--- src/assert_macros.svh ---
// assertion macros shared by the sprite sequencer rtl
`ifndef ASSERT_MACROS_SVH
`define ASSERT_MACROS_SVH

// same-cycle implication, sampled on clk, off while rst_n is low
`define SFS_ASSERT_NOW(label, ante, cons, msg) \
    label: assert property (@(posedge clk) disable iff (!rst_n) (ante) |-> (cons)) \
        else $error(msg);

// next-cycle implication, sampled on clk, off while rst_n is low
`define SFS_ASSERT_NEXT(label, ante, cons, msg) \
    label: assert property (@(posedge clk) disable iff (!rst_n) (ante) |=> (cons)) \
        else $error(msg);

`endif

--- src/sfs_pkg.sv ---
// types and codes shared by the sprite frame sequencer
`default_nettype none

package sfs_pkg;

    localparam int CFG_DATA_W = 9;

    typedef logic [1:0] cfg_addr_t;
    typedef logic [1:0] op_code_t;
    typedef logic [2:0] play_mode_t;

    localparam cfg_addr_t CFG_SPEED       = 2'd0;
    localparam cfg_addr_t CFG_FRAME_COUNT = 2'd1;
    localparam cfg_addr_t CFG_LOOP_FRAME  = 2'd2;
    localparam cfg_addr_t CFG_PLAY_MODE   = 2'd3;

    localparam op_code_t OP_TICK    = 2'd0;
    localparam op_code_t OP_SET     = 2'd1;
    localparam op_code_t OP_WRITE   = 2'd2;
    localparam op_code_t OP_RESTART = 2'd3;

    localparam play_mode_t MODE_LOOP         = 3'd0;
    localparam play_mode_t MODE_LOOP_ONCE    = 3'd1;
    localparam play_mode_t MODE_REVERSE      = 3'd2;
    localparam play_mode_t MODE_REVERSE_ONCE = 3'd3;
    localparam play_mode_t MODE_PING_PONG    = 3'd4;

    localparam logic [7:0] SPEED_RESET = 8'd4;
    localparam logic [8:0] COUNT_RESET = 9'd1;

    typedef struct packed {
        logic [15:0] x;
        logic [15:0] y;
        logic [7:0]  width;
        logic [7:0]  height;
        logic [7:0]  disp_x;
        logic [7:0]  disp_y;
    } tile_t;

    typedef struct packed {
        op_code_t    op;
        logic        hold;
        logic [15:0] index;
        logic [15:0] tile_x;
        logic [15:0] tile_y;
        logic [7:0]  tile_width;
        logic [7:0]  tile_height;
        logic [7:0]  tile_disp_x;
        logic [7:0]  tile_disp_y;
    } in_item_t;

    typedef struct packed {
        logic [7:0]  frame;
        logic        done_res;
        logic [15:0] spr_x;
        logic [15:0] spr_y;
        logic [7:0]  spr_width;
        logic [7:0]  spr_height;
        logic [7:0]  spr_disp_x;
        logic [7:0]  spr_disp_y;
    } out_item_t;

endpackage

`default_nettype wire

--- src/sfs_queue.sv ---
// two-entry request queue between front and back
`default_nettype none

module sfs_queue #(
    parameter type entry_t = logic
) (
    input  wire logic clk,
    input  wire logic rst_n,
    input  wire logic push,
    input  entry_t    push_data,
    output logic      full,
    output logic      head_valid,
    input  wire logic pop,
    output entry_t    head
);
    import sfs_pkg::*;

    localparam int Depth = 2;
    localparam int PtrW  = $clog2(Depth);
    localparam int CntW  = $clog2(Depth + 1);

    entry_t            slot_reg [Depth];
    logic [PtrW-1:0]   wr_ptr_reg, wr_ptr_next;
    logic [PtrW-1:0]   rd_ptr_reg, rd_ptr_next;
    logic [CntW-1:0]   cnt_reg, cnt_next;

    assign full       = (cnt_reg == CntW'(Depth));
    assign head_valid = (cnt_reg != '0);
    assign head       = slot_reg[rd_ptr_reg];

    // depth is a power of two so the pointers wrap on their own
    always_comb
    begin
        wr_ptr_next = push ? wr_ptr_reg + PtrW'(1) : wr_ptr_reg;
        rd_ptr_next = pop ? rd_ptr_reg + PtrW'(1) : rd_ptr_reg;
        cnt_next    = cnt_reg + CntW'(push) - CntW'(pop);
    end

    always_ff @(posedge clk or negedge rst_n)
    begin
        if (!rst_n)
        begin
            wr_ptr_reg <= '0;
            rd_ptr_reg <= '0;
            cnt_reg    <= '0;
        end
        else
        begin
            wr_ptr_reg <= wr_ptr_next;
            rd_ptr_reg <= rd_ptr_next;
            cnt_reg    <= cnt_next;
        end
    end

    always_ff @(posedge clk)
    begin
        if (push)
            slot_reg[wr_ptr_reg] <= push_data;
    end

endmodule

`default_nettype wire

--- config.mk ---
export PLATFORM = sky130hd
export DESIGN_NAME = sfs_queue
export DESIGN_NICKNAME = d
export VERILOG_FILES = /design/src/assert_macros.svh /design/src/sfs_pkg.sv /design/src/sfs_queue.sv
export SDC_FILE = /design/constraint.sdc
export NUM_CORES = 1
export LEC_CHECK = 0
export BUFFER_PORTS_ARGS = -buffer_cell sky130_fd_sc_hd__buf_2
export CORE_AREA = 4 4 41 43
export DETAILED_ROUTE_END_ITERATION = 7
export DIE_AREA = 0 0 45 47
export PLACE_DENSITY = 0.44
export SLEW_MARGIN = 40
export SYNTH_ARGS = -nofsm -noshare
export SYNTH_HDL_FRONTEND = slang
export SYNTH_SLANG_ARGS = --single-unit
export TNS_END_PERCENT = 10
--- constraint.sdc ---
create_clock -name clk -period 3.2 [get_ports clk]
set_clock_uncertainty 0.15 [all_clocks]
set_input_delay 0.64 -clock clk [delete_from_list [all_inputs] [get_ports clk]]
set_output_delay 0.64 -clock clk [all_outputs]
set_load 0.02 [all_outputs]
==> results of run 1 <==
==> worst max path at each step <==
stage | endpoint | slack, ns | depth (start not counted)
after floorplan | cnt_reg[1]$_DFF_PN0_ | 1.63 | 4
after global placement | cnt_reg[1]$_DFF_PN0_ | 1.49 | 5
after detailed placement | cnt_reg[1]$_DFF_PN0_ | 1.46 | 5
after CTS | head | 1.31 | 2
after global routing | head | 1.28 | 2
final | head | 1.32 | 2
==> cell usage in the layout (no fill, tap or decap) <==
cell type,instances
buf_2,7
dfrtp_1,4
clkbuf_4,3
nor2b_1,2
inv_1,2
xor2_1,2
ha_1,2
edfxtp_1,2
mux2_1,1
or2_1,1
xor3_1,1
and2_1,1
clkbuf_1,1
==> power breakdown <==
| group | switching, W | leakage, nW | total (W) | internal [W] |
|---|---|---|---|---|
| Sequential | 0.0000191 | 0.0654 | 0.000132 | 0.000113 |
| Combinational | 0.0000564 | 0.0875 | 0.000120 | 0.0000634 |
| Clock | 0.0000283 | 0.0150 | 0.0000756 | 0.0000473 |
| Total | 0.000104 | 0.168 | 0.000327 | 0.000223 |
==> cell type report <==
cell class / instances / area (µm²)
clock buffers: 4 / 26.28
fillers: 144 / 950.9
inverters: 2 / 7.507
multi-input cells: 10 / 102.6
flip-flops and latches: 6 / 160.2
well taps: 15 / 18.77
repair buffers: 7 / 35.03
==> routing by layer <==
| metal | up-vias | wire, µm | GRT usage (%) |
|---|---|---|---|
| met4 | 0 | 0 | 3.509 |
| met5 | - | 0 | 0 |
| met1 | 74 | 141 | 5.324 |
| met3 | 0 | 44 | 4.215 |
| met2 | 4 | 219 | 7.627 |
| li1 | 81 | - | - |
==> logic make-up after synthesis <==
group                      count (synthesis)
adders and majority gates                  2
xor gates and xnor gates                   3
buffers and inverters                      2
and+or+nand+nor                            4
DFF                                        6
muxes                                      1
==> critical path: cells and delay by family, from the launching register on <==
family	cells	cell delay, ns
muxes	1	0.30
DFF	1	0.39
buffers and inverters	1	0.16
==> metrics by stage <==
step                std cells  instance area [µm²]  util, %
global placement           40                324.1    24.90
global route               44                350.3    26.92
CTS                        44                350.3    26.92
floorplan                  18                270.3        -
finish                     44                350.3    26.92
detailed placement         40                324.1    24.90
==> reports/results.env, run 1 <==
CLOCK_TREE_FROM_TRITONCTS='built'
PWR_DENSITY_CELL_nW_PER_UM2=933.8
HOLD_PATH.CLASS='in2async'
ADDER_AND_MAJORITY_CELL_FRACTION_OF_THE_SYNTHESIZED_AREA_PCT=9.259
DETAIL_ROUTE.FIRST_PASS.ITERATIONS=2
FLOORPLAN.DIE_AREA_UM2=2115
LAYOUT-DRIVE-GT1-SHARE_PCT=34.48
FINALHOLDVIOLCOUNT=0
WORSTSETUPENDPOINTTYPE='output pin'
POSTCTSSETUPBUFFERS=0
ROUTED_WIRE_LENGTH_UM=405
FINALSETUPTNS_NS=0
AVGVIACOUNTPERCELL=3.614
SYN_TO_FINAL_GROWTH_PCT=29.63
SYNTH.AVG_CELL_AREA_UM2=15.01
FINAL_MIN_PERIOD_OVER_CLOCK_PERIOD_PCT=58.70
POST-SYNTH-TOP-AREA-FRACTION_PCT=37.04
SYNTH_TOP_CELL_BY_AREA='dfrtp_1'
WORST_IR_DROP_VDD_mV=0.2839
REGTOREGENDPOINT='cnt_reg[1]$_DFF_PN0_'
CP_SLOWEST_STAGE_DELAY_NS=0.39
LEADING_CELL_TYPES_BY_TOTAL_AREA_AFTER_SYNTHESIS='dfrtp_1 (37%), edfxtp_1 (22%), ha_1 (9.3%)'
MAXCAPVIOLATIONS=0
LEAKAGE_nW=0.1679
DRT-INITIAL-DRC-COUNT=2
DIEWIDTH_UM=45
INITIAL_CORE_UTIL_PCT=20.77
LAYOUT_MIN_CYCLE_TIME_NS=1.878
OUTCOME='finished, final reports clean'
POST_CTS.RESIZED_INSTANCES=0
ASYNC_FLOP_SHARE_PCT=66.67
CRITICAL-PATH-SLOWEST-CELL='dfrtp_1'
RSZ0062_AT_GRT='false'
CP-STARTPOINT='rd_ptr_reg$_DFFE_PN0P_'
CTS-HTREE-LEVELS=1
TIMING.CRITICAL_PATH.ARRIVAL_NS=1.09
CP_MAX_FO=2
SLEW_HEADROOM_PCT=91.93
WORSTMARGINPINSLEW_NS=0.1207
CP-START-KIND='register'
GRT_ANTENNA_BEFORE_REPAIR=0
CTS.SINKS=6
GRT-OVFL-TOTAL=0
FP-ROW-COUNT=13
FINALNETCOUNT=37
WORSTPATHREQUIRED_NS=2.41
SYNTH-XOR-AREA-SHARE_PCT=15.28
REPORT.POWER.TOTAL_W=0.0003271
YOSYS_REGISTER_BITS=6
DETAILROUTE.VIA_COUNT=159
CTS.REPORTEDPATHS.CLKPINSLEW_NS=0.05
CTS_ROOT_BUF='clkbuf_4'
SYNTH-WARNING-COUNT=0
CTS-BUFFERS-INSERTED=3
WORSTSKEWPAIRLATENCY_NS=0.24
HOLD_BUF_COUNT_CTS=0
DOMINANT_COMBINATIONAL_CELL_FAMILY_BY_AREA_AFTER_SYNTHESIS='XOR/XNOR gates'
IOPINCOUNT=8
NUMPORTBUFFERS=7
SYNTH_SIMPLE_GATE_AREA_SHARE_PCT=9.259
CELLS_AFTER_SYNTHESIS=18
PLACEABLECOREAREA_UM2=1301
SLEW_VIOL_FINAL=0
DPL_WORST_SLACK_NS=1.458
CHIPHEIGHT_UM=47
TIMING.FMAX_GHz=0.5324
SYNTH_MUX_AREA_SHARE_PCT=4.167
POST_SYNTH_INSTANCE_AREA_UM2=270.3
WL_PER_CELL_UM=9.205
GRT_PASS1_VIAS=189
PIN_COUNT_OF_THE_BIGGEST_NET_ENTERING_GLOBAL_ROUTING=5
YS_DOMINANT_REG_CELL='dfrtp_1'
SYNTH_NETS=25
FIN_WS_NS=1.322
CLK_PATH_BUF_DEPTH=2
HOLD-WORST-SLACK_NS=0.04321
GP_CONGESTION=0.6154
TIMING.FINAL.SETUP_VIOLATIONS=0
GRT_FIRST_PASS_WIRELENGTH_UM=745
SYNTH_ENABLE_FLOP_CELLS=2
SEQ_AREA_FRAC_SYNTH_PCT=59.26
MOST_REPEATED_CELL_IN_THE_GATE_LEVEL_NETLIST_AFTER_SYNTHESIS='dfrtp_1'
R2R-START='cnt_reg[0]$_DFF_PN0_'
INSERTEDDIODECOUNT=0
WORST-SETUP-PATH-TYPE='reg2out'
ANTENNA_VIOLATING_NETS_POST_ROUTE=0
CRIT_PATH_CELL_TRACE='mux2_1, buf_2'
GLOBAL_ROUTE.USAGE.TOTAL_PCT=5.326
POST-ROUTE-DRC-COUNT=0
RRSETUPSLACK_NS=1.85
COMPOUND_CELL_AREA_SHARE_OF_THE_YOSYS_NETLIST_PCT=0
POST_SYNTH_NUM_CELL_TYPES=10
NUMBER_OF_CELLS_ON_THE_WORST_REG_TO_REG_PATH=5
No activity file was read; power rests on OpenSTA's default activity.
==> run 2, diff against run 1 <==
- clock period: 3.2 -> 2 ns (I/O delays scaled with it)
==> reports/results.env, run 2 (same netlist as run 1, synthesis figures left out) <==
DETAILROUTE.VIA_COUNT=162
FLOORPLAN.DIE_AREA_UM2=2115
AVGVIACOUNTPERCELL=3.600
POST-ROUTE-DRC-COUNT=0
TIMING.CRITICAL_PATH.ARRIVAL_NS=1.09
CTS-BUFFERS-INSERTED=3
CP-START-KIND='register'
SLEW_HEADROOM_PCT=91.90
PWR-SHARE-SEQ_PCT=40.1
ANTENNA_VIOLATING_NETS_POST_ROUTE=0
WORSTSETUPENDPOINTTYPE='output pin'
OUTCOME='finished, final reports clean'
TIMING.FINAL.SETUP_VIOLATIONS=0
CLK_PATH_BUF_DEPTH=2
FINALNONFILLERCELLS=45
WORSTSKEWPAIRLATENCY_NS=0.24
GLOBAL_ROUTE.USAGE.TOTAL_PCT=5.489
GRT_FIRST_PASS_WIRELENGTH_UM=703
CHIPHEIGHT_UM=47
SWSHARE_PCT=31.37
CLOCKPOWERSHARE_PCT=22.8
FINALSETUPTNS_NS=0
FINALNETCOUNT=38
PWR-SHARE-COMB_PCT=37.1
PIN_COUNT_OF_THE_BIGGEST_NET_ENTERING_GLOBAL_ROUTING=5
POSTCTSSETUPBUFFERS=0
CTS_ROOT_BUF='clkbuf_4'
FP-ROW-COUNT=13
LEAKAGE_nW=0.1721
CTS.REPORTEDPATHS.CLKPINSLEW_NS=0.05
WORST_IR_DROP_VDD_mV=0.4212
FINAL_CELL_MIX='buf_2 (7), dfrtp_1 (4), clkbuf_4 (3)'
GP_CONGESTION=0.6436
FINAL_MIN_PERIOD_OVER_CLOCK_PERIOD_PCT=81.96
SLEW_VIOL_FINAL=0
CTS.SINKS=6
WL_PER_CELL_UM=9.022
TIMING.FMAX_GHz=0.6100
HOLD_BUF_COUNT_CTS=1
POST_CTS.RESIZED_INSTANCES=0
MAXCAPVIOLATIONS=0
CELLINTERNALPOWER_W=0.0003603
NUMPORTBUFFERS=7
DIEWIDTH_UM=45
INITIAL_CORE_UTIL_PCT=20.77
DETAIL_ROUTE.FIRST_PASS.ITERATIONS=1
LAYOUT-DRIVE-GT1-SHARE_PCT=33.33
IOPINCOUNT=8
PWR_DENSITY_CELL_nW_PER_UM2=1457
CP_MAX_FO=2
INSERTEDDIODECOUNT=0
SYN_TO_FINAL_GROWTH_PCT=33.33
RSZ0062_AT_GRT='false'
CTS-HTREE-LEVELS=1
WORST-SETUP-PATH-TYPE='reg2out'
PLACEABLECOREAREA_UM2=1301
CLOCK_TREE_FROM_TRITONCTS='built'
FINALHOLDVIOLCOUNT=0
LAYOUT_MIN_CYCLE_TIME_NS=1.639
ROUTED_WIRE_LENGTH_UM=406
DRT-INITIAL-DRC-COUNT=0
GRT_ANTENNA_BEFORE_REPAIR=0
PLACED_CELLS=40
NET-SWITCHING-POWER_W=0.0001647
WORSTPATHREQUIRED_NS=1.45
HOLD_PATH.CLASS='in2reg'
WORSTMARGINPINSLEW_NS=0.1211
GRT-OVFL-TOTAL=0
HOLD-WORST-SLACK_NS=0.1932
LAYOUT_COMMONEST_CELL='buf_2'
GRT_PASS1_VIAS=199
==> run 2: path summary, 6_finish.rpt <==
| path | slack (ns) | endpoint | cells past startpoint | startpoint |
|---|---|---|---|---|
| max | 0.36 | head | 2 | rd_ptr_reg$_DFFE_PN0P_ |
| min | 0.19 | slot_reg[1]$_DFFE_PP_ | 1 | push_data |
| max reg2reg | 0.63 | cnt_reg[1]$_DFF_PN0_ | 5 | cnt_reg[0]$_DFF_PN0_ |
| min reg2reg | 0.32 | rd_ptr_reg$_DFFE_PN0P_ | 1 | rd_ptr_reg$_DFFE_PN0P_ |
| max in group asynchronous | 1.24 | cnt_reg[0]$_DFF_PN0_ | 2 | rst_n |
| min in group asynchronous | 0.34 | wr_ptr_reg$_DFFE_PN0P_ | 2 | rst_n |
==> run 2: worst max-delay path, cell delays in order, from the launching register on <==
cell and delay [ns]:
dfrtp_1 0.38, mux2_1 0.31, buf_2 0.16
==> run 2: layer usage <==
metal | wire length (µm) | up-vias | track usage (%)
met1 | 146 | 75 | 4.640
li1 | - | 81 | -
met5 | 0 | - | 0
met4 | 7 | 0 | 8.772
met3 | 31 | 2 | 2.682
met2 | 220 | 4 | 7.627
==> run 2: cell type report <==
cell class	instances	area (µm²)
well taps	15	18.77
fillers	150	940.9
multi-input cells	10	102.6
flip-flops and latches	6	160.2
clock buffers	4	26.28
repair buffers	8	45.04
inverters	2	7.507
==> run 2: per-stage QoR <==
| stage | instance area [µm²] | setup WS [ns] | power [W] | util [%] |
|---|---|---|---|---|
| floorplan | 270.3 | 0.6745 | 0.0003533 | - |
| global placement | 324.1 | 0.5306 | 0.0003981 | 24.90 |
| global route | 360.3 | 0.3093 | 0.0005649 | 27.69 |
| CTS | 360.3 | 0.3448 | 0.0005397 | 27.69 |
| finish | 360.3 | 0.3607 | 0.0005249 | 27.69 |
| detailed placement | 324.1 | 0.4795 | 0.0004138 | 24.90 |
==> run 2: power by group through the flow <==
stage | Sequential (W) | Combinational, W | Clock [W]
final | 0.000210 | 0.000195 | 0.000120
after global routing | 0.000217 | 0.000217 | 0.000131
after CTS | 0.000211 | 0.000202 | 0.000126
after detailed placement | 0.000214 | 0.000200 | 0
after global placement | 0.000211 | 0.000187 | 0
after floorplan | 0.000206 | 0.000147 | 0
